--- src/rtl/core/fbc_pkg.sv ---
// Shared types and constants for the frustum box cull core.
// Holds the box, result, plane register and stage control types.
// Depends on nothing; every other file of the core uses it.
package fbc_pkg;

    localparam int COORD_W      = 16;
    localparam int PROD_W       = 2 * COORD_W;
    localparam int DIST_W       = PROD_W + 2;
    localparam int OFFSET_SHIFT = 14;
    localparam int INDEX_W      = 4;
    localparam int MASK_W       = 16;
    localparam int PLANE_REGS   = 6;
    localparam int PLANE_IDX_W  = 3;
    localparam int PADDR_W      = 6;
    localparam int PDATA_W      = 64;
    localparam int REG_ADDR_LSB = 3;

    localparam int MAX_BOXES_DEF  = 16;
    localparam int NUM_PLANES_DEF = 6;

    typedef struct packed {
        logic signed [COORD_W-1:0] min_x;
        logic signed [COORD_W-1:0] min_y;
        logic signed [COORD_W-1:0] min_z;
        logic signed [COORD_W-1:0] max_x;
        logic signed [COORD_W-1:0] max_y;
        logic signed [COORD_W-1:0] max_z;
        logic                      last_box;
    } t_box;

    typedef struct packed {
        logic               visible;
        logic [INDEX_W-1:0] box_index;
        logic [MASK_W-1:0]  vis_bits;
        logic               batch_done;
    } t_result;

    // Register layout: nx in bits 15:0, offset in bits 63:48.
    typedef struct packed {
        logic signed [COORD_W-1:0] offset;
        logic signed [COORD_W-1:0] nz;
        logic signed [COORD_W-1:0] ny;
        logic signed [COORD_W-1:0] nx;
    } t_plane;

    typedef struct packed {
        logic valid;
        logic last_box;
        logic visible;
    } t_batch_ctl;

endpackage

--- src/rtl/core/fbc_regs.sv ---
// Plane register file with APB-style write and read access.
// Uses fbc_pkg for the plane layout and port widths.
module fbc_regs (
    input  logic                                        i_clk,
    input  logic                                        i_rst_n,
    input  logic                                        psel,
    input  logic                                        penable,
    input  logic                                        pwrite,
    input  logic [fbc_pkg::PADDR_W-1:0]                 paddr,
    input  logic [fbc_pkg::PDATA_W-1:0]                 pwdata,
    output logic [fbc_pkg::PDATA_W-1:0]                 prdata,
    output logic                                        pready,
    output fbc_pkg::t_plane [fbc_pkg::PLANE_REGS-1:0]   o_planes
);

    fbc_pkg::t_plane [fbc_pkg::PLANE_REGS-1:0] r_plane;
    logic [fbc_pkg::PLANE_IDX_W-1:0]           w_idx;
    logic                                      w_hit;

    assign w_idx  = paddr[fbc_pkg::PADDR_W-1:fbc_pkg::REG_ADDR_LSB];
    assign w_hit  = (w_idx < fbc_pkg::PLANE_IDX_W'(fbc_pkg::PLANE_REGS));
    assign pready = 1'b1;

    always_ff @(posedge i_clk) begin
        if (!i_rst_n) begin
            r_plane <= '0;
        end else if (psel && penable && pwrite && pready && w_hit) begin
            r_plane[w_idx] <= pwdata;
        end
    end

    // Unknown addresses read as zero.
    always_comb begin
        prdata = '0;
        if (w_hit) begin
            prdata = r_plane[w_idx];
        end
    end

    assign o_planes = r_plane;

endmodule

--- config.mk ---
export PLATFORM = sky130hd
export DESIGN_NAME = fbc_regs
export DESIGN_NICKNAME = d
export VERILOG_FILES = /design/src/rtl/core/fbc_pkg.sv /design/src/rtl/core/fbc_regs.sv
export SDC_FILE = /design/constraint.sdc
export NUM_CORES = 1
export LEC_CHECK = 0
export BUFFER_PORTS_ARGS = -buffer_cell sky130_fd_sc_hd__buf_2
export CORE_ASPECT_RATIO = 0.6
export CORE_UTILIZATION = 47
export DETAILED_ROUTE_END_ITERATION = 6
export PLACE_DENSITY_LB_ADDON = 0.3
export SLEW_MARGIN = 20
export SYNTH_ARGS = -nofsm -noshare
export SYNTH_HDL_FRONTEND = slang
export SYNTH_SLANG_ARGS = --single-unit
--- constraint.sdc ---
create_clock -name i_clk -period 1.2 [get_ports i_clk]
set_input_delay 0.06 -clock i_clk [delete_from_list [all_inputs] [get_ports i_clk]]
set_output_delay 0.06 -clock i_clk [all_outputs]
set_load 0.03 [all_outputs]
## After elaboration in Yosys (flattened, before gate mapping)

Index checks and enable logic that the tools add are counted.

| word-level totals | value |
|---|---|
| output and inout bits | 449 |
| register bits | 384 |
| input port bits | 75 |
| logic and storage cells | 37 |

| operators by class | value |
|---|---|
| $lt $le $gt $ge | 3 |
| mux-type cells | 6 |
| reduce and logical (&&, ||, !) cells | 4 |

Operators with widths:

| cell | count |
|---|---|
| 384-bit bitwise mux | 1 |
| 64-bit binary-select mux with 3-bit select | 1 |
| 64-bit demux with 3-bit select | 1 |
| 64-bit two-way mux | 3 |
| 1-bit logical AND | 4 |
| 3-bit by 4-bit less-than comparator with 1-bit output, second input constant | 1 |
| 3-bit by 1-bit >= comparator with 1-bit output, second input constant | 1 |
| 3-bit less-than comparator, second input constant | 1 |

## Logic depth before layout (Yosys ltp)

| depth | value |
|---|---|
| depth after elaboration | 5 |
| depth in mapped cells | 6 |
| gate-level depth less buffers | 3 |

## Worst setup path after synthesis

No wires, ideal clock.

| timing | value |
|---|---|
| path kind | input-to-output |
| start point | input paddr[4] (netlist bit) |
| end point | output prdata[14] (netlist bit) |
| slack | -0.345 ns |
| stages | 6 |
| data required time | 1.140 ns |
| path buffers | 3 |
| data arrival time | 1.485 ns |
| path through | buf_2 -> buf_2 -> nor2b_1 -> buf_2 -> a22oi_1 -> o21ai_0 |

| between the ends | value |
|---|---|
| longest elaborated chain between the ends | 3 |
| elaborated cells on any way between the ends | 4 |
| those cells by class | order compare (1); mux (3) |

RTL lines:

| item | RTL line | RTL |
|---|---|---|
| from (decl) | fbc_regs.sv:9 | `input logic [fbc_pkg::PADDR_W-1:0] paddr,` |
| 64-bit binary-select mux with 3-bit select | fbc_regs.sv:36 | `prdata = r_plane[w_idx];` |
| 64-bit two-way mux (implied by the code) | fbc_regs.sv:36 |  |
| 64-bit two-way mux * | fbc_regs.sv:35 | `if (w_hit) begin` |
| to (decl) | fbc_regs.sv:11 | `output logic [fbc_pkg::PDATA_W-1:0] prdata,` |

Mark *: on every way between the ends. The rest lies on a longest branch, timed or not. The select of a mux whose other input is x is not followed.

## Worst setup path in the final report

| timing | value |
|---|---|
| start point | register r_plane, in the netlist o_planes[269] |
| end point | output prdata[13] (netlist bit) |

| between the ends | value |
|---|---|
| longest elaborated chain between the ends | 3 |

RTL lines:

| item | RTL line | RTL |
|---|---|---|
| from (decl) | fbc_regs.sv:16 | `fbc_pkg::t_plane [fbc_pkg::PLANE_REGS-1:0] r_plane;` |
| from (signal, indexed assignment) | fbc_regs.sv:28 | `r_plane[w_idx] <= pwdata;` |
| 64-bit binary-select mux with 3-bit select | fbc_regs.sv:36 |  |
| 64-bit two-way mux (implied by the code) | fbc_regs.sv:36 |  |
| 64-bit two-way mux | fbc_regs.sv:35 |  |

No other way between the ends. The select of a mux whose other input is x is not followed.

==> run summary <==
# rows: 53
detailed-route via count: 17,800
vias in the first global route: 17,400
P&R area growth vs syn: 61.6%
Synth cell types: 32
Largest register FFs: 384
crit-path cells: mux2i_1, buf_4, o32ai_2, a221o_2, buf_6
#FFs+latches synth: 384
min Tclk post-route: 1.78 ns
PortBufs: 519
final hold slack: 0.111 ns
max-slew violations: 0
final instance area: 0.0278 mm2
grt total ovfl: 0
largest net degree at the start of global routing: 62
TritonCTS clock tree: done
dominant cells by area after synthesis: dfxtp_1, mux2i_1, nand2_1
# fillers: 1,968
Clock Tree Root: clkbuf_16
Initial DRT Pass Iterations: 5
worst r2r src: o_planes[35]
clock latency on the worst-skew pair: 0.52 ns
Max Freq: 563 MHz
initial core utilization: 48.4%
TritonCTS buffer count: 38
post-synthesis cell area: 0.0172 mm2
clock transition at the registers of the reported paths: 0.07 ns
diodes inserted: 0
antenna violation net count after detailed routing: 0
clock skew: 0 ns
total wire length: 76,100 um
max cap viols: 0
WL per Instance: 25.7 um
NumNets Final: 2,548
total routing usage reported by global routing: 35.9%
clock sink total: 384
Residual DRC: 0
Yosys top cell area share: 44.7%
final hold vios: 0
die width: 249 um
status: finished with violations
Vias per Instance: 5.99
Die Area: 0.0374 mm2
Post-Syn Nets: 1,778
worst min-delay path class: primary input to flip-flop
FF-to-FF End: o_planes[35]
H-tree depth: 2
layout cells sized above 1: 55.2%
CP max stage cell: a221o_2
initial antenna violation count: 0
R2R depth: 4
post-layout util: 78.2%
final worst setup slack: -0.575 ns
CP max stage delay: 0.33 ns
core footprint: 0.0355 mm2
crit-path max FO: 2
num ports: 524
Tcrit/Tclk final: 148%
Required @ worst endpoint: 1.14 ns
number of synthesis warnings: 0
VDD IR max: 0.795 mV
pwr/cell area: 1040 mW/mm2
detailed placer's ending HPWL: 45,900 um
Synth area leader: dfxtp_1
Setup crit end kind: output pin
Startpoint Class: flip-flop
reg-to-reg slack, setup: 0.37 ns
failing checks: setup timing
first-pass GRT wire length: 104,000 um
crit path DAT: 1.72 ns
register area share after synthesis: 44.7%
Avg Inst Size Synth: 10.1 um2
worst-case clock buffer depth: 3
RePlAce Congestion: 0.889
initial DRC count: 1,473
Pleak: 0.0115 uW
crit-path leading delay family: compound AO/OA/AOI/OAI gates
CP bufs+invs: 2
Min-Delay Endpoint: o_planes[171]
critical path type: flip-flop to output pin
min-delay src: pwrite
final setup violating endpoints: 74
pre-CTS WS: -0.380 ns
die height: 150 um
WP depth: 5
unrepaired setup endpoints after global routing: true
dpl cell area: 0.0219 mm2
Syn Inst Count: 1,703
hold path depth: 4
-- what timing repair did --
item,4_1_cts,5_1_grt
gates resized for setup,701,454
pin swaps,50,48
hold buffers,65,0
hold endpoints to repair,384,0
buffers inserted,64,31
gates cloned,0,2
setup endpoints to repair,214,351
-- layout make-up --
cell class | instances | area [um2] | area share, %
Multi-Input combinational cell | 1161 | 9780 | 35.2
Timing Repair Buffer | 875 | 8080 | 29.1
Sequential cell | 384 | 7970 | 28.7
Clock buffer | 58 | 1220 | 4.39
Tap cell | 467 | 584 | 2.10
Clock inverter | 6 | 119 | 0.428
Inverter | 13 | 48.8 | 0.176
-- power breakdown --
part	switching, uW	internal [uW]
combinational	1880	1190
clock	5310	7650
sequential	90.0	12800
-- synthesized netlist by cell type --
cell / count
nand2_1: 454
mux2i_1: 411
dfxtp_1: 384
mux2_2: 108
clkbuf_1: 64
a22oi_1: 45
buf_6: 32
a32oi_1: 29
o21ai_0: 29
buf_2: 27
a21oi_1: 16
a221oi_1: 16
a221o_1: 12
inv_1: 12
o32ai_1: 12
buf_4: 11
o221ai_1: 7
buf_12: 6
nor2b_1: 5
buf_1: 4
nor2_8: 4
nand2b_1: 3
and2_1: 2
nor3_2: 2
clkbuf_2: 1
conb_1: 1
inv_2: 1
nand4_4: 1
nand4b_4: 1
nor2_1: 1
or2_2: 1
or3_1: 1
-- logic make-up after synthesis --
kind of cell,Yosys count,share of synthesized area (%)
compound gates,166,7.23
buf+inv,158,5.86
flops,384,44.7
mux,519,31.0
other cells,1,0.0218
simple gates,475,11.2
-- through the flow --
| step | std cells | TNS, ns | total power, uW |
|---|---|---|---|
| finish | 2964 | -28.04 | 29000 |
| global route | 2964 | -31.56 | 29600 |
| CTS | 2950 | -27.53 | 28600 |
| detailed placement | 2759 | -111.64 | 15600 |
| global placement | 2759 | -108.78 | 15500 |
| floorplan | 1703 | -0.0286 | 14600 |
-- per-layer routing --
metal | routed length [um] | part of all wire [%] | track usage (%) | vias up
li1 | - | - | - | 7499
met1 | 29200 | 38 | 43.7 | 8685
met2 | 35800 | 47 | 59.5 | 1238
met3 | 6690 | 8.8 | 9.02 | 345
met4 | 4380 | 5.8 | 18.1 | 0
met5 | 0 | 0 | 0 | -
-- worst reg2reg max path, stage by stage (launching register included) --
cell,delay (ns)
dfxtp_2,0.33
buf_6,0.11
buf_6,0.11
nand2_1,0.06
mux2i_1,0.08
-- worst max path at each step --
stage | from | end | slack, ns
finish | o_planes[269] | prdata[13] | -0.58
global route | o_planes[3] | prdata[3] | -0.59
CTS | o_planes[269] | prdata[13] | -0.58
detailed placement | paddr[5] | o_planes[340] | -0.38
global placement | paddr[4] | prdata[9] | -0.40
floorplan | paddr[4] | prdata[36] | -0.02
-- cells in the final DEF (no fill, tap or decap), types with 13 or more instances in the layout --
cell type | synthesis | routed
a221oi_4 | 0 | 14
a22oi_2 | 0 | 40
a32oi_2 | 0 | 29
buf_12 | 6 | 31
buf_2 | 27 | 130
buf_4 | 11 | 310
buf_6 | 32 | 302
clkbuf_16 | 0 | 43
clkbuf_4 | 0 | 26
clkbuf_8 | 0 | 13
dfxtp_1 | 384 | 164
dfxtp_2 | 0 | 219
dlygate4sd3_1 | 0 | 65
mux2_2 | 108 | 64
mux2_4 | 0 | 44
mux2i_1 | 411 | 405
nand2_1 | 454 | 445
o21ai_2 | 0 | 29
(Power assumes the default switching activity.)
