<file path="src/rtl/core/fbc_pkg.sv">
// Shared types and constants for the frustum box cull core.
// Holds the box, result, plane register and stage control types.
// Depends on nothing; every other file of the core uses it.
package fbc_pkg;

    localparam int COORD_W      = 16;
    localparam int PROD_W       = 2 * COORD_W;
    localparam int DIST_W       = PROD_W + 2;
    localparam int OFFSET_SHIFT = 14;
    localparam int INDEX_W      = 4;
    localparam int MASK_W       = 16;
    localparam int PLANE_REGS   = 6;
    localparam int PLANE_IDX_W  = 3;
    localparam int PADDR_W      = 6;
    localparam int PDATA_W      = 64;
    localparam int REG_ADDR_LSB = 3;

    localparam int MAX_BOXES_DEF  = 16;
    localparam int NUM_PLANES_DEF = 6;

    typedef struct packed {
        logic signed [COORD_W-1:0] min_x;
        logic signed [COORD_W-1:0] min_y;
        logic signed [COORD_W-1:0] min_z;
        logic signed [COORD_W-1:0] max_x;
        logic signed [COORD_W-1:0] max_y;
        logic signed [COORD_W-1:0] max_z;
        logic                      last_box;
    } t_box;

    typedef struct packed {
        logic               visible;
        logic [INDEX_W-1:0] box_index;
        logic [MASK_W-1:0]  vis_bits;
        logic               batch_done;
    } t_result;

    // Register layout: nx in bits 15:0, offset in bits 63:48.
    typedef struct packed {
        logic signed [COORD_W-1:0] offset;
        logic signed [COORD_W-1:0] nz;
        logic signed [COORD_W-1:0] ny;
        logic signed [COORD_W-1:0] nx;
    } t_plane;

    typedef struct packed {
        logic valid;
        logic last_box;
        logic visible;
    } t_batch_ctl;

endpackage

</file>
<file path="src/rtl/core/fbc_plane.sv">
// One plane lane: positive vertex select, three products, registered,
// then distance sum and sign test. Uses fbc_pkg types.
module fbc_plane (
    input  logic            i_clk,
    input  logic            i_load,
    input  fbc_pkg::t_box   i_box,
    input  fbc_pkg::t_plane i_plane,
    output logic            o_pass
);

    localparam int DistW = fbc_pkg::DIST_W;

    logic signed [fbc_pkg::COORD_W-1:0] w_px, w_py, w_pz;
    logic signed [fbc_pkg::PROD_W-1:0]  n_prod_x, n_prod_y, n_prod_z;
    logic signed [fbc_pkg::PROD_W-1:0]  r_prod_x, r_prod_y, r_prod_z;
    logic signed [fbc_pkg::COORD_W-1:0] r_offset;
    logic signed [DistW-1:0]            w_dist;

    // Positive vertex: max corner where the normal component is above zero.
    assign w_px = (i_plane.nx > 0) ? i_box.max_x : i_box.min_x;
    assign w_py = (i_plane.ny > 0) ? i_box.max_y : i_box.min_y;
    assign w_pz = (i_plane.nz > 0) ? i_box.max_z : i_box.min_z;

    assign n_prod_x = i_plane.nx * w_px;
    assign n_prod_y = i_plane.ny * w_py;
    assign n_prod_z = i_plane.nz * w_pz;

    always_ff @(posedge i_clk) begin
        if (i_load) begin
            r_prod_x <= n_prod_x;
            r_prod_y <= n_prod_y;
            r_prod_z <= n_prod_z;
            r_offset <= i_plane.offset;
        end
    end

    // Offset Q8.8 aligned to the Q.22 products.
    assign w_dist = DistW'(r_prod_x) + DistW'(r_prod_y) + DistW'(r_prod_z)
                  + (DistW'(r_offset) <<< fbc_pkg::OFFSET_SHIFT);
    assign o_pass = ~w_dist[DistW-1];

endmodule

</file>
<file path="config.mk">
export PLATFORM = sky130hd
export DESIGN_NAME = fbc_plane
export DESIGN_NICKNAME = d
export VERILOG_FILES = /design/src/rtl/core/fbc_pkg.sv /design/src/rtl/core/fbc_plane.sv
export SDC_FILE = /design/constraint.sdc
export NUM_CORES = 2
export LEC_CHECK = 0
export BUFFER_PORTS_ARGS = -buffer_cell sky130_fd_sc_hd__buf_4
export CAP_MARGIN = 30
export CORE_UTILIZATION = 47
export CTS_CLUSTER_SIZE = 24
export DETAILED_ROUTE_END_ITERATION = 10
export HOLD_SLACK_MARGIN = 0.15
export SLEW_MARGIN = 20
export SYNTH_ARGS = -nofsm -noshare
export SYNTH_HDL_FRONTEND = slang
export SYNTH_SLANG_ARGS = --single-unit
export TNS_END_PERCENT = 50
</file>
<file path="constraint.sdc">
create_clock -name i_clk -period 18.6 [get_ports i_clk]
set_input_delay 2.79 -clock i_clk [delete_from_list [all_inputs] [get_ports i_clk]]
set_output_delay 2.79 -clock i_clk [all_outputs]
set_load 0.01 [all_outputs]
</file>
=== Word-level counts from Yosys, hierarchy flattened ===
Cells that the tools add are included.

* $add $sub $neg: 3
* Multiply operators: 3
* $lt $le $gt $ge: 3
* Multiplexer cells: 3
* Bitwise logic cells: 1

{| class="wikitable"
|+ Operators with widths
! operator !! number
|-
| multiplier 16 x 16 -> 32 bit || 3
|-
| > comparator 16 x 1 -> 1 bit, second input constant || 3
|-
| two-way mux 16 bit || 3
|-
| adder 33 x 32 -> 34 bit || 1
|-
| adder 34 x 30 -> 34 bit || 1
|-
| adder 32 x 32 -> 33 bit || 1
|-
| inverter 1 bit || 1
|}

* Register bits after elaboration: 112
* Input port bits: 163
* Output and inout port bits: 1
* Word-level logic and storage cells: 17

=== Logic depth before layout (Yosys ltp) ===
* Word-level depth: 4
* Gate-level depth with buffers: 28
* Gate-level depth less buffers: 26

=== Least setup slack after synthesis ===
OpenSTA, ideal clock, no wires.

* Path type: input port to flip-flop
* Start: in i_plane[26] (netlist name)
* End: reg r_prod_y[31] (netlist name), data pin
* Setup time: 0.260 ns
* Data arrival time: 9.447 ns
* Data required time: 18.340 ns
* Path slack: 8.893 ns
* Stages on the path: 26
* Path buffers: 2
* Path through: nor4_1 a41oi_2 buf_4 mux2i_1 clkbuf_1 and2b_1 fa_1 inv_1 fa_1 fa_1 inv_1 fa_1 fa_1 inv_1 fa_1 inv_1 ha_1 and3_1 a31oi_1 o21ai_0 a31oi_4 o21ai_1 or4_1 a31oi_2 o21ai_1 xnor2_1

* Longest elaborated chain between the ends: 3

{| class="wikitable"
|+ Ends and longest elaborated chain
! item !! RTL line !! RTL
|-
| start: declaration || fbc_plane.sv:7 || <nowiki>input fbc_pkg::t_plane i_plane,</nowiki>
|-
| > comparator 16 x 1 -> 1 bit || fbc_plane.sv:21 || <nowiki>assign w_py = (i_plane.ny > 0) ? i_box.max_y : i_box.min_y;</nowiki>
|-
| two-way mux 16 bit || fbc_plane.sv:21 ||
|-
| multiplier 16 x 16 -> 32 bit (*) || fbc_plane.sv:25 || <nowiki>assign n_prod_y = i_plane.ny * w_py;</nowiki>
|-
| via n_prod_y, one bit || fbc_plane.sv:14 || <nowiki>logic signed [fbc_pkg::PROD_W-1:0] n_prod_x, n_prod_y, n_prod_z;</nowiki>
|-
| end signal: assignment || fbc_plane.sv:31 || <nowiki>r_prod_y <= n_prod_y;</nowiki>
|-
| end: declaration || fbc_plane.sv:15 || <nowiki>logic signed [fbc_pkg::PROD_W-1:0] r_prod_x, r_prod_y, r_prod_z;</nowiki>
|}

Mark *: on every way through the listed nets, which the timed path passes. The rest lies on a longest branch.
A chain may end at the register's enable or synchronous reset.

=== Worst setup path in the final report ===
* Start: in i_plane[41] (netlist name)
* End: reg r_prod_z[31] (netlist name), data pin

* Longest elaborated chain between the ends: 3

{| class="wikitable"
|+ Ends and longest elaborated chain
! item !! RTL line !! RTL
|-
| > comparator 16 x 1 -> 1 bit || fbc_plane.sv:22 || <nowiki>assign w_pz = (i_plane.nz > 0) ? i_box.max_z : i_box.min_z;</nowiki>
|-
| two-way mux 16 bit || fbc_plane.sv:22 ||
|-
| multiplier 16 x 16 -> 32 bit (*) || fbc_plane.sv:26 || <nowiki>assign n_prod_z = i_plane.nz * w_pz;</nowiki>
|-
| via n_prod_z, one bit || fbc_plane.sv:14 ||
|-
| end signal: assignment || fbc_plane.sv:32 || <nowiki>r_prod_z <= n_prod_z;</nowiki>
|-
| end: declaration || fbc_plane.sv:15 ||
|}

Marks and branches as above.

==> flow_metrics.tcl <==
set metrics [dict create \
    final_common_cell "inv_1" \
    crit_path_start_kind "primary input" \
    ys_warn_count 0 \
    cts.path.max_buffers 2 \
    cts_buffers 9 \
    ios 164 \
    route.detailed.drc 0 \
    gr-total-overflow 0 \
    grt_max_degree 59 \
    fill_cells 6979 \
    seq_area_frac_synth_pct 9.51 \
    period_share_pct 58.0 \
    crit_top_cell "fa_1" \
    setup_viol 0 \
    worstPathArrival_ns 10.82 \
    dp_hpwl_mm 65.6 \
    core_um2 74400 \
    path_class "primary input to flop" \
    synth_fp_nets 4848 \
    antenna_found_initial 1 \
    grt_pass1_vias 26300 \
    htree_levels 3 \
    rows 100 \
    cp_num_buf_inv 6 \
    ys_ff_latch 112 \
    slowest_delay_ns 0.84 \
    worst_setup_path_end_kind "flop" \
    status "finished, final reports clean" \
    ys_types 69 \
    viasPerCell 5.05 \
    clkSlewWorstSetupHoldPaths_ns 0.07 \
    clockRootBuffer "clkbuf_16" \
    drive_gt1_share_pct 7.28 \
    post_cts_buffers 0 \
    wl_met2_mm 39.5 \
    setup_tns_ns 0 \
    initial_core_util_pct 47.5 \
    die_h_um 276 \
    area_growth_syn_to_layout_pct 7.09 \
    die_x_um 276 \
    multi_input_area_um2 28300 \
    io_buffer_count 162 \
    postSynthAreaPerCell_um2 9.94 \
    syn_area_um2 35400 \
    m1WireLength_mm 34.2 \
    wl_met3_mm 2.38 \
    synth_edf_count 112 \
    cts_resized 0 \
    holdCritPathClass "primary input to flop" \
    grt_pass1_wl_mm 134 \
    post-route-min-period_ns 10.79 \
    finalHoldViolations 0 \
    max_freq_ghz 0.0927 \
    cap_viol_max_count 0 \
    postSynth.asyncResetShare_pct 0 \
    insertedDiodeCount 0 \
    top_layer "met5" \
    cpLargestDelayFamily "adder cells" \
    timing.slew.headroom_pct 30.2 \
    final_cell_mix "inv_1 (874), fa_1 (836), nand2_1 (348)" \
    dr.pass1.iters 5 \
    cts.sinks 112 \
    crit_required_ns 18.64 \
    dr_total_vias 23300 \
    place.gp.congestion 0.830 \
    drtAntennaViolNets 0 \
    tightest_slew_ns 1.03 \
    die_area_um2 76400 \
    hold_buffers 0 \
    crit_fanout 17 \
    tritoncts "built" \
    drtIter0Drc 1064 \
    grt.total_usage_pct 21.9 \
    wl_mm 77.3 \
    synth_ff_type "edfxtp_1" \
    syn_inst 3560 \
    regArea_um2 3360 \
    rsz0062_at_grt "no" \
    critPathSlowestCell "mux2i_2" \
    drv_slew 0 \
    final_nets 4936 \
    routedWlPerCell_um 16.7 \
]
## final timing paths
| kind | from | endpoint | slack (ns) | depth (start not counted) |
|---|---|---|---|---|
| worst max-delay path | i_plane[41] | r_prod_z[31] | 7.81 | 26 |
| worst min-delay path | i_plane[57] | r_offset[9] | 2.60 | 1 |
## sequential cells by signal, summed over array words and instances, names as in the netlist
register,cells
r_offset,16
r_prod_z,32
r_prod_y,32
r_prod_x,32
## cells in the mapped netlist (3+ instances only)
library cell | number | area share, %
xor2_1 | 18 | 0.45
inv_1 | 874 | 9.3
buf_4 | 3 | 0.064
mux2i_1 | 20 | 0.57
a21oi_1 | 74 | 1.0
mux2_2 | 34 | 1.1
nor3_1 | 16 | 0.23
a21o_1 | 43 | 0.91
nor4_1 | 11 | 0.19
nand4_1 | 10 | 0.18
o31a_1 | 3 | 0.074
and2_1 | 170 | 3.0
ha_1 | 289 | 10
o211ai_1 | 6 | 0.13
nand2_1 | 348 | 3.7
a41oi_2 | 3 | 0.14
nand2b_1 | 34 | 0.60
o21ai_0 | 36 | 0.51
nand3_1 | 17 | 0.24
edfxtp_1 | 112 | 9.5
nor2b_1 | 193 | 3.4
o31ai_1 | 3 | 0.064
o21ai_1 | 6 | 0.085
fa_1 | 836 | 47
a211oi_1 | 8 | 0.17
a31oi_1 | 5 | 0.088
xnor2_1 | 82 | 2.0
clkbuf_1 | 102 | 1.1
nor2_1 | 86 | 0.91
and2b_1 | 18 | 0.38
or2_2 | 16 | 0.28
and4_1 | 3 | 0.074
o21a_1 | 11 | 0.23
and3_1 | 4 | 0.071
o21bai_1 | 19 | 0.40
## stage by stage
stage                     std cells  instance area [um2]  utilization, %  hold slack, ns  setup slack (ns)
final                          4622                37900            50.9            2.60              7.81
after global routing           4622                37900            50.9            2.59              7.45
after detailed placement       4602                37600            50.5            2.97              7.46
after CTS                      4618                37800            50.8            2.59              7.79
after floorplan                3560                35400               -            2.89              8.89
after global placement         4598                37500            50.4            2.97              7.47
## cell families after synthesis
kind of cell,count (synthesis),share of synthesized area (%)
adder cells (fa/ha/maj),1125,57.5
buffers and inverters,981,10.4
AND/OR/NAND/NOR,934,13.5
AO/OA/AOI/OAI,254,4.93
flip-flops,112,9.51
XOR/XNOR,100,2.48
multiplexers,54,1.65
## routing by layer
metal	vias to the layer above	track usage, %
li1	10800	-
met5	-	0
met2	351	38.8
met1	12100	29.8
met3	70	2.06
met4	2	3.28
## layout make-up
class	count	share of cell area, %
Multi-Input combinational cell	2467	74.8
Sequential cell	112	8.88
Inverter	874	8.66
Timing Repair Buffer	184	3.73
Tap cell	969	3.20
Clock buffer	10	0.604
Clock inverter	6	0.116
Power is not shown: default switching activity piles up to over one toggle a cycle in this logic, so the estimate is an artifact.
