--- src/rtl/core/fbc_pkg.sv ---
// Shared types and constants for the frustum box cull core.
// Holds the box, result, plane register and stage control types.
// Depends on nothing; every other file of the core uses it.
package fbc_pkg;

    localparam int COORD_W      = 16;
    localparam int PROD_W       = 2 * COORD_W;
    localparam int DIST_W       = PROD_W + 2;
    localparam int OFFSET_SHIFT = 14;
    localparam int INDEX_W      = 4;
    localparam int MASK_W       = 16;
    localparam int PLANE_REGS   = 6;
    localparam int PLANE_IDX_W  = 3;
    localparam int PADDR_W      = 6;
    localparam int PDATA_W      = 64;
    localparam int REG_ADDR_LSB = 3;

    localparam int MAX_BOXES_DEF  = 16;
    localparam int NUM_PLANES_DEF = 6;

    typedef struct packed {
        logic signed [COORD_W-1:0] min_x;
        logic signed [COORD_W-1:0] min_y;
        logic signed [COORD_W-1:0] min_z;
        logic signed [COORD_W-1:0] max_x;
        logic signed [COORD_W-1:0] max_y;
        logic signed [COORD_W-1:0] max_z;
        logic                      last_box;
    } t_box;

    typedef struct packed {
        logic               visible;
        logic [INDEX_W-1:0] box_index;
        logic [MASK_W-1:0]  vis_bits;
        logic               batch_done;
    } t_result;

    // Register layout: nx in bits 15:0, offset in bits 63:48.
    typedef struct packed {
        logic signed [COORD_W-1:0] offset;
        logic signed [COORD_W-1:0] nz;
        logic signed [COORD_W-1:0] ny;
        logic signed [COORD_W-1:0] nx;
    } t_plane;

    typedef struct packed {
        logic valid;
        logic last_box;
        logic visible;
    } t_batch_ctl;

endpackage

--- src/rtl/core/fbc_batch.sv ---
// Batch tracking and result register: box counter, visible mask, output
// valid/stall handshake. Uses fbc_pkg types.
module fbc_batch #(
    parameter int MAX_BOXES = fbc_pkg::MAX_BOXES_DEF
) (
    input  logic                i_clk,
    input  logic                i_rst_n,
    input  fbc_pkg::t_batch_ctl i_ctl,
    input  logic                i_res_stall,
    output logic                o_ready,
    output logic                o_res_valid,
    output fbc_pkg::t_result    o_res
);

    localparam logic [fbc_pkg::INDEX_W-1:0] LastIdx = fbc_pkg::INDEX_W'(MAX_BOXES - 1);

    logic [fbc_pkg::INDEX_W-1:0] r_count;
    logic [fbc_pkg::MASK_W-1:0]  r_mask;
    logic [fbc_pkg::MASK_W-1:0]  n_mask;
    logic                        n_done;
    logic                        w_load;
    logic                        r_valid;
    fbc_pkg::t_result            r_res;

    assign o_ready = !r_valid || !i_res_stall;
    assign w_load  = i_ctl.valid && o_ready;
    assign n_mask  = r_mask | (fbc_pkg::MASK_W'(i_ctl.visible) << r_count);
    assign n_done  = i_ctl.last_box || (r_count >= LastIdx);

    always_ff @(posedge i_clk) begin
        if (!i_rst_n) begin
            r_count <= '0;
            r_mask  <= '0;
            r_valid <= 1'b0;
        end else begin
            if (o_ready) begin
                r_valid <= i_ctl.valid;
            end
            if (w_load) begin
                r_count <= n_done ? '0 : r_count + 1'b1;
                r_mask  <= n_done ? '0 : n_mask;
            end
        end
    end

    always_ff @(posedge i_clk) begin
        if (w_load) begin
            r_res.visible    <= i_ctl.visible;
            r_res.box_index  <= r_count;
            r_res.vis_bits   <= n_mask;
            r_res.batch_done <= n_done;
        end
    end

    assign o_res_valid = r_valid;
    assign o_res       = r_res;

    a_count_range: assert property (@(posedge i_clk) disable iff (!i_rst_n)
        r_count <= LastIdx)
        else $error("box counter past last batch position");

    a_mask_below_count: assert property (@(posedge i_clk) disable iff (!i_rst_n)
        (r_mask >> r_count) == '0)
        else $error("mask bit set at or above the next box position");

    a_close_clears: assert property (@(posedge i_clk) disable iff (!i_rst_n)
        (w_load && n_done) |=> (r_count == '0 && r_mask == '0))
        else $error("batch state not cleared after close");

    a_own_bit: assert property (@(posedge i_clk) disable iff (!i_rst_n)
        o_res_valid |-> (o_res.vis_bits[o_res.box_index] == o_res.visible))
        else $error("result mask disagrees with its visible bit");

endmodule

--- config.mk ---
export PLATFORM = sky130hd
export DESIGN_NAME = fbc_batch
export DESIGN_NICKNAME = d
export VERILOG_FILES = /design/src/rtl/core/fbc_pkg.sv /design/src/rtl/core/fbc_batch.sv
export SDC_FILE = /design/constraint.sdc
export NUM_CORES = 1
export LEC_CHECK = 0
export BUFFER_PORTS_ARGS = -buffer_cell sky130_fd_sc_hd__buf_2
export CAP_MARGIN = 5
export CORE_UTILIZATION = 55
export CTS_BUF_LIST = sky130_fd_sc_hd__clkbuf_2
export CTS_CLUSTER_SIZE = 24
export DETAILED_ROUTE_END_ITERATION = 7
export PLACE_DENSITY = 0.78
export SETUP_SLACK_MARGIN = 0.05
export SLEW_MARGIN = 10
export SYNTH_ARGS = -nofsm -noshare
export SYNTH_HDL_FRONTEND = slang
export SYNTH_SLANG_ARGS = --single-unit
--- constraint.sdc ---
create_clock -name i_clk -period 2.4 [get_ports i_clk]
set_input_delay 0.24 -clock i_clk [delete_from_list [all_inputs] [get_ports i_clk]]
set_output_delay 0.24 -clock i_clk [all_outputs]
set_load 0.02 [all_outputs]
Word-level counts from Yosys, hierarchy flattened
Cells that the tools add are included.
{"block": "op_classes", "add_sub_neg": 1, "order_cmp": 1, "n_shift": 1, "muxes": 2, "n_bitwise": 1, "reduce_logical": 5}
{"cell": "$mux 16", "n": 1}
{"cell": "$or 16x16->16", "n": 1}
{"cell": "$shl 1x4->16", "n": 1}
{"cell": "$add 4x1->4 const B", "n": 1}
{"cell": "$ge 4x4->1 const B", "n": 1}
{"cell": "$mux 4", "n": 1}
{"cell": "$logic_not 1->1", "n": 2}
{"cell": "$logic_or 1x1->1", "n": 2}
{"cell": "$logic_and 1x1->1", "n": 1}
{"block": "totals", "reg_bits": 43, "inputBits": 6, "output_inout_bits": 24, "elab_cells": 18}

Logic depth before layout (Yosys ltp)
Gate-level depths: netlist of the first run.
{"block": "depth", "word_depth": 3, "mapped_depth": 5, "depth_no_buf": 4}

Least setup slack after synthesis of the first run
No wires, ideal clock.
{"block": "synth_path", "path_type": "reg-to-reg", "from": "reg r_valid (netlist: o_res_valid)", "to": "reg r_mask[10] (netlist name)", "setup_time_ns": 0.116, "t_arrival_ns": 1.413, "t_required_ns": 2.284, "slack_ns": 0.871, "path_stages_with_launch": 6, "n_path_buf": 1, "synth_period_minus_slack_ns": 1.529, "path_cell_list": "dfxtp_1 > a21bo_4 > inv_2 > buf_6 > mux2_4 > and3_1"}
{"block": "synth_between", "elab_chain_cells": 3}
{"element": "from (decl)", "line_no": "fbc_batch.sv:22", "text": "logic r_valid;"}
{"element": "from (signal assigned)", "line_no": "fbc_batch.sv:37", "text": "r_valid <= i_ctl.valid;"}
{"element": "$logic_not 1->1", "line_no": "fbc_batch.sv:25", "text": "assign o_ready = !r_valid || !i_res_stall;"}
{"element": "$logic_or 1x1->1", "line_no": "fbc_batch.sv:25"}
{"element": "$logic_and 1x1->1", "line_no": "fbc_batch.sv:26", "text": "assign w_load = i_ctl.valid && o_ready;"}
{"element": "net w_load", "line_no": "fbc_batch.sv:21", "text": "logic w_load;"}
{"element": "to (signal assigned)", "line_no": "fbc_batch.sv:41", "text": "r_mask <= n_done ? '0 : n_mask;"}
{"element": "to (decl)", "line_no": "fbc_batch.sv:18", "text": "logic [fbc_pkg::MASK_W-1:0] r_mask;"}
The timed path passes the listed nets, and every way through them passes these cells.
A chain may end at the register's enable or synchronous reset.

Worst setup path after layout of the first run
{"block": "layout_path", "from": "reg r_count[0] (netlist name)", "to": "reg r_mask[9] (netlist name)"}
{"block": "layout_between", "elab_chain_cells": 3, "word_cells_on_any_way": 5, "classes_between": "order compare (1); shift (1); mux (1); bitwise (1); reduce/logical (1)"}
{"element": "from (decl)", "line_no": "fbc_batch.sv:17", "text": "logic [fbc_pkg::INDEX_W-1:0] r_count;"}
{"element": "from (signal assigned)", "line_no": "fbc_batch.sv:40", "text": "r_count <= n_done ? '0 : r_count + 1'b1;"}
{"element": "$ge 4x4->1 / $shl 1x4->16 (equally long branches)", "line_no": "fbc_batch.sv:28, fbc_batch.sv:27"}
{"element": "$logic_or 1x1->1 / $or 16x16->16 (equally long branches)", "line_no": "fbc_batch.sv:28, fbc_batch.sv:27"}
{"element": "$mux 16 (*)", "line_no": "fbc_batch.sv:41"}
Every way passes the cells marked *; elsewhere a longest branch is shown, timed or not.

==> results by group, run 1 <==
Timing
  • Post-Route Setup TNS: 0 ns
  • Final Hold Viols: 0
  • Final Cycle Share: 86.9%
  • Fmax: 0.480 GHz
  • Clock Skew: 0.0166 ns
  • Worst-Margin Slew: 1.02 ns
  • Max_slew headroom: 32.1%
  • Min Tclk post-route: 2.08 ns
  • Final setup fails: 0
  • Max Transition Viols Final: 0
  • RSZ-0062 raised after global routing: no

Routing
  • TritonRoute pass-1 iters: 4
  • Vias post-DR: 1126
  • Initial drt markers: 19
  • Drt total wl: 2.99 mm
  • WL per Instance: 14.3 microns
  • Antenna viol nets, final: 0
  • Vias per cell: 5.39
  • DRC viols: 0

Clock tree
  • Reg clk slew, reported paths: 0.20 ns
  • CTS sink cnt: 43
  • Clock tree root buffer cell: clkbuf_2
  • CTS Buffer Depth: 2
  • Clk_lat worst skew: 0.38 ns
  • CTS tree: built
  • Total CTS buffers: 5
  • Setup Buffers After CTS: 0
  • Post-CTS sizing: 0
  • Hold buffers post-CTS: 0
  • CTS H-tree lvls: 2

Critical path
  • Worst Path Arrival: 2.41 ns
  • CP bufs+invs: 0
  • R2r setup slk: 0.32 ns
  • Req. time, crit path: 2.73 ns
  • Delay-heaviest family, CP: compound AO/OA/AOI/OAI gates
  • Worst setup EP type: register
  • CP Launch Type: register
  • Critical path's slowest cell: a31oi_2
  • WS Path Type: reg2reg
  • Worst path max stage delay: 0.83 ns
  • Critical-path cell list: ha_1 -> a31oi_2 -> mux2_4 -> and3_1
  • CP Max Fanout: 21

Placement
  • IO buf count: 29
  • Placed cells: 201
  • Dpl cell area: 0.00199 sq mm
  • Gpl congestion: 0.711
  • DP HPWL: 1.93 mm

Final layout
  • Area delta synth->final: 13.1%
  • N_diodes: 0
  • Cell Count, Final, Fillers Out: 209
  • Share of layout cells above drive strength 1: 37.6%
  • Most common cell after layout, fill and taps aside: buf_2
  • Most frequent cells in the layout: 29 x buf_2, 22 x edfxtp_1, 21 x dfxtp_1
  • Fin area: 0.00206 sq mm
  • Fin nets: 171

Floorplanning
  • Cell Rows: 20
  • DIE AREA: 0.00354 sq mm
  • Die height: 59.5 microns
  • DIE WIDTH: 59.5 microns
  • Initial Utilization: 58.6%
  • Core ar.: 0.00310 sq mm
  • IO Count: 30

Yosys
  • Number of enable flip-flop cells after synthesis: 22
  • Ys async rst share: 0%
  • Cell area after synthesis: 0.00182 sq mm
  • Syn nets: 141
  • Synth unique cells: 29
  • Synth Area per Inst: 13.6 sq um
  • Syn Inst Count: 134
  • Register bit total from synthesis: 43
  • Synth Flop Type: edfxtp_1
  • Synth warn: 0
  • Fraction of the yosys area taken by sequential cells: 59.5%

Power and ir drop
  • VDD IR max: 0.457 mV
  • Cell area power density: 646 mW/mm^2
  • Power, Total: 1.33 mW
  • Leakage: 1.03 nW

Outcome
  • Status: finished, final reports clean

Global routing
  • Global-route usage over all layers: 18.4%
  • Remaining Overflow, GRT: 0
  • First-pass GRT wire length: 4.74 mm
  • Initial antenna violation count: 0
  • Vias in the first global route: 1042
  • Largest net degree at the start of global routing: 22

Flow run
  • MaxCap Viol Count: 0

Min path
  • Hold Path Class: in2reg
## flip-flops by register name (all words and copies together) (netlist names)
name,count
o_res,22
r_mask,16
o_res_valid,1
r_count,4
## metal layers
| layer | GRT usage (%) | share of wire (%) |
|---|---|---|
| met1 | 23.9 | 47 |
| met2 | 29.2 | 47 |
| met3 | 3.93 | 4.1 |
| met4 | 8.97 | 1.8 |
| met5 | 0 | 0 |
## worst reg2reg max path: stages, from the launching register on
cell     delay [ns]
dfxtp_1        0.46
ha_1           0.29
a31oi_2        0.83
mux2_4         0.28
and3_1         0.16
## path summary, 6_finish.rpt
path / cells past startpoint / end / from
max: 4 / r_mask[9]$_SDFFE_PN0P_ / r_count[0]$_SDFFE_PN0P_
min: 3 / o_res_valid$_SDFFE_PN0N_ / i_ctl[2]
max reg2reg: 4 / r_mask[9]$_SDFFE_PN0P_ / r_count[0]$_SDFFE_PN0P_
min reg2reg: 1 / o_res[9]$_DFFE_PP_ / r_mask[8]$_SDFFE_PN0P_
## cell usage after synthesis, types with 3 or more instances
cell type,n,area share [%]
and3_1,18,6.2
edfxtp_1,22,36
dfxtp_1,21,23
a21oi_1,4,1.1
nor2b_1,3,1.0
a21o_1,12,5.0
buf_2,4,1.1
nor2_1,4,0.83
mux2_4,15,12
inv_1,3,0.62
a31o_2,4,1.9
nand2_1,4,0.83
## where the power goes
group / internal (mW) / switching (mW) / leakage (nW)
Sequential: 0.794 / 0.00888 / 0.391
Combinational: 0.0577 / 0.0778 / 0.596
Clock: 0.171 / 0.219 / 0.0404
## cell type report
| type | count | area [sq um] |
|---|---|---|
| sequential | 43 | 1080 |
| fill | 244 | 1050 |
| multi-input combinational | 79 | 668 |
| timing repair buffer | 31 | 173 |
| tap | 44 | 55.1 |
| clock inverter | 3 | 38.8 |
| clock buffer | 5 | 25.0 |
| inverter | 4 | 15.0 |
## through the flow
stage,worst slack (ns),util [%],hold WS (ns)
floorplan,0.871,-,0.339
global placement,0.498,64.2,0.462
detailed placement,0.403,64.2,0.482
CTS,0.339,66.3,0.0546
global route,0.178,66.3,0.0560
finish,0.316,66.3,0.0705
## logic make-up after synthesis
group | after synthesis | share of synthesized area, %
flip-flops | 43 | 59.5
adder cells (fa/ha/maj) | 1 | 0.688
multiplexers | 16 | 13.0
AND/OR/NAND/NOR | 38 | 12.9
AO/OA/AOI/OAI | 24 | 10.2
buffers and inverters | 12 | 3.78
Power figures use the tool's default switching activity.
==> run 2: changes to the inputs <==
Settings changed: BUFFER_PORTS_ARGS -buffer_cell sky130_fd_sc_hd__buf_2 to unset, CORE_MARGIN set to 1, DONT_BUFFER_PORTS set to 1, PLACE_DENSITY 0.78 to 0.7.
==> run 2 against run 1 <==
Final area decreased by 4.9%. Core utilization decreased by 3.3 points. Sequential share of layout area increased by 2.7 points. Critical endpoint is now r_mask[11]$_SDFFE_PN0P_.
==> results by group, run 2 (synthesis gave the netlist of run 1 again) <==
Outcome
  • Status: finished, final reports clean

Critical path
  • CP startpoint: o_res_valid$_SDFFE_PN0N_
  • Worst Setup EP: r_mask[11]$_SDFFE_PN0P_
  • Worst Reg-to-Reg Cells: 5
  • Critical path's slowest cell: dfxtp_1
  • WS Path Type: reg2reg
  • CP Max Fanout: 16
  • R2r setup slk: 0.60 ns
  • R2R Path End: r_mask[11]$_SDFFE_PN0P_
  • Worst Path Arrival: 2.11 ns
  • CP Launch Type: register
  • Worst setup EP type: register
  • Worst path max stage delay: 0.44 ns
  • Critical-path cell list: a21bo_4 -> inv_2 -> buf_4 -> mux2_4 -> and3_1
  • Req. time, crit path: 2.71 ns
  • R2r startpoint: o_res_valid$_SDFFE_PN0N_

Timing
  • Post-Route Setup TNS: 0 ns
  • Final Cycle Share: 75.0%
  • Final Hold Viols: 0
  • Worst-Margin Slew: 0.488 ns
  • Fmax: 0.556 GHz
  • RSZ-0062 raised after global routing: no
  • Max Transition Viols Final: 0
  • Min Tclk post-route: 1.80 ns
  • Clock Skew: 0.0179 ns
  • Max_slew headroom: 67.3%
  • Final setup fails: 0

Final layout
  • Fillers: 260
  • Max FFs per register: 22
  • N_diodes: 0
  • Fin area: 0.00195 sq mm
  • Most common cell after layout, fill and taps aside: edfxtp_1
  • Fin nets: 151
  • Core Util, Final: 63.0%
  • Most frequent cells in the layout: 22 x edfxtp_1, 21 x dfxtp_1, 18 x and3_1
  • Share of layout cells above drive strength 1: 24.1%
  • Cell Count, Final, Fillers Out: 189
  • Area delta synth->final: 7.50%

Clock tree
  • Hold buffers post-CTS: 5
  • CTS tree: built
  • Clk_lat worst skew: 0.41 ns
  • Clock tree root buffer cell: clkbuf_2
  • Reg clk slew, reported paths: 0.18 ns
  • Setup Buffers After CTS: 0
  • CTS Buffer Depth: 2
  • CTS H-tree lvls: 2
  • Total CTS buffers: 5
  • CTS sink cnt: 43
  • Post-CTS sizing: 0

Routing
  • DRC viols: 0
  • WL per Instance: 16.6 microns
  • Initial drt markers: 58
  • Vias post-DR: 1080
  • Antenna viol nets, final: 0
  • Vias per cell: 5.71
  • TritonRoute pass-1 iters: 4
  • Drt total wl: 3.14 mm

Floorplanning
  • Die height: 59.5 microns
  • Initial Utilization: 58.6%
  • IO Count: 30
  • Core ar.: 0.00310 sq mm
  • DIE AREA: 0.00354 sq mm
  • Cell Rows: 20
  • DIE WIDTH: 59.5 microns

Global routing
  • Global-route usage over all layers: 21.1%
  • Vias in the first global route: 1052
  • Remaining Overflow, GRT: 0
  • First-pass GRT wire length: 5.33 mm
  • Largest net degree at the start of global routing: 22
  • Initial antenna violation count: 0

Power and ir drop
  • VDD IR max: 0.283 mV
  • Cell area power density: 620 mW/mm^2
  • Power, Total: 1.21 mW
  • Leakage: 0.929 nW

Flow run
  • MaxCap Viol Count: 0

Placement
  • IO buf count: 0
  • Placed cells: 175
  • Dpl cell area: 0.00186 sq mm
  • Gpl congestion: 0.769
  • DP HPWL: 1.94 mm

Min path
  • Hold Path Class: in2reg
-- run 2: changes by cell type in the layout (fill, tap and decap cells not counted), sizes merged --
cell | previous run | this run
buf | 31 | 5
bufinv | 1 | 0
dlygate4sd3 | 0 | 6
clkbuf | 5 | 6
-- run 2: per-layer routing --
layer	vias up	track usage [%]	wire length (microns)
met5	-	0	0
met4	0	9.30	62
met3	8	8.52	191
met2	30	29.7	1400
met1	529	28.5	1490
li1	513	-	-
-- run 2: stage by stage --
| stage | hold WS [ns] | setup WS, ns |
|---|---|---|
| final | 0.0744 | 0.601 |
| after floorplan | 0.339 | 0.871 |
| after CTS | 0.00680 | 0.583 |
| after global routing | 0.0261 | 0.476 |
| after detailed placement | 0.340 | 0.624 |
| after global placement | 0.340 | 0.673 |
-- run 2: worst min path at each step --
stage	startpoint	endpoint	slack (ns)	depth (start not counted)
6_report	i_ctl[0]	o_res[16]$_DFFE_PP_	0.07	1
5_1_grt	i_ctl[0]	o_res[16]$_DFFE_PP_	0.03	1
4_1_cts	i_rst_n	r_count[1]$_SDFFE_PN0P_	0.007	2
3_5_place_dp	i_ctl[0]	o_res[21]$_DFFE_PP_	0.34	0
3_3_place_gp	i_ctl[0]	o_res[21]$_DFFE_PP_	0.34	0
2_1_floorplan	i_ctl[0]	o_res[21]$_DFFE_PP_	0.34	0
-- run 2: critical path: cells and delay by family, from the launching register on --
kind	cells	cell delay, ns
simple gates	1	0.18
flops	1	0.44
buf+inv	2	0.51
compound gates	1	0.26
mux	1	0.32
-- run 2: area by class of cell --
cell class / count / area, sq um / area share (%)
well taps: 44 / 55.1 / 2.82
clock buffers: 6 / 30.0 / 1.54
repair buffers: 11 / 97.6 / 4.99
flip-flops and latches: 43 / 1080 / 55.3
multi-input cells: 79 / 668 / 34.2
inverters: 4 / 15.0 / 0.768
clock inverters: 2 / 7.51 / 0.384
-- run 2: report_power, final --
part	total [mW]	internal [mW]	switching, mW	leakage [nW]
Combinational	0.0960	0.0489	0.0471	0.510
Clock	0.286	0.0701	0.216	0.0281
Sequential	0.830	0.796	0.0341	0.391
Total	1.21	0.915	0.297	0.929
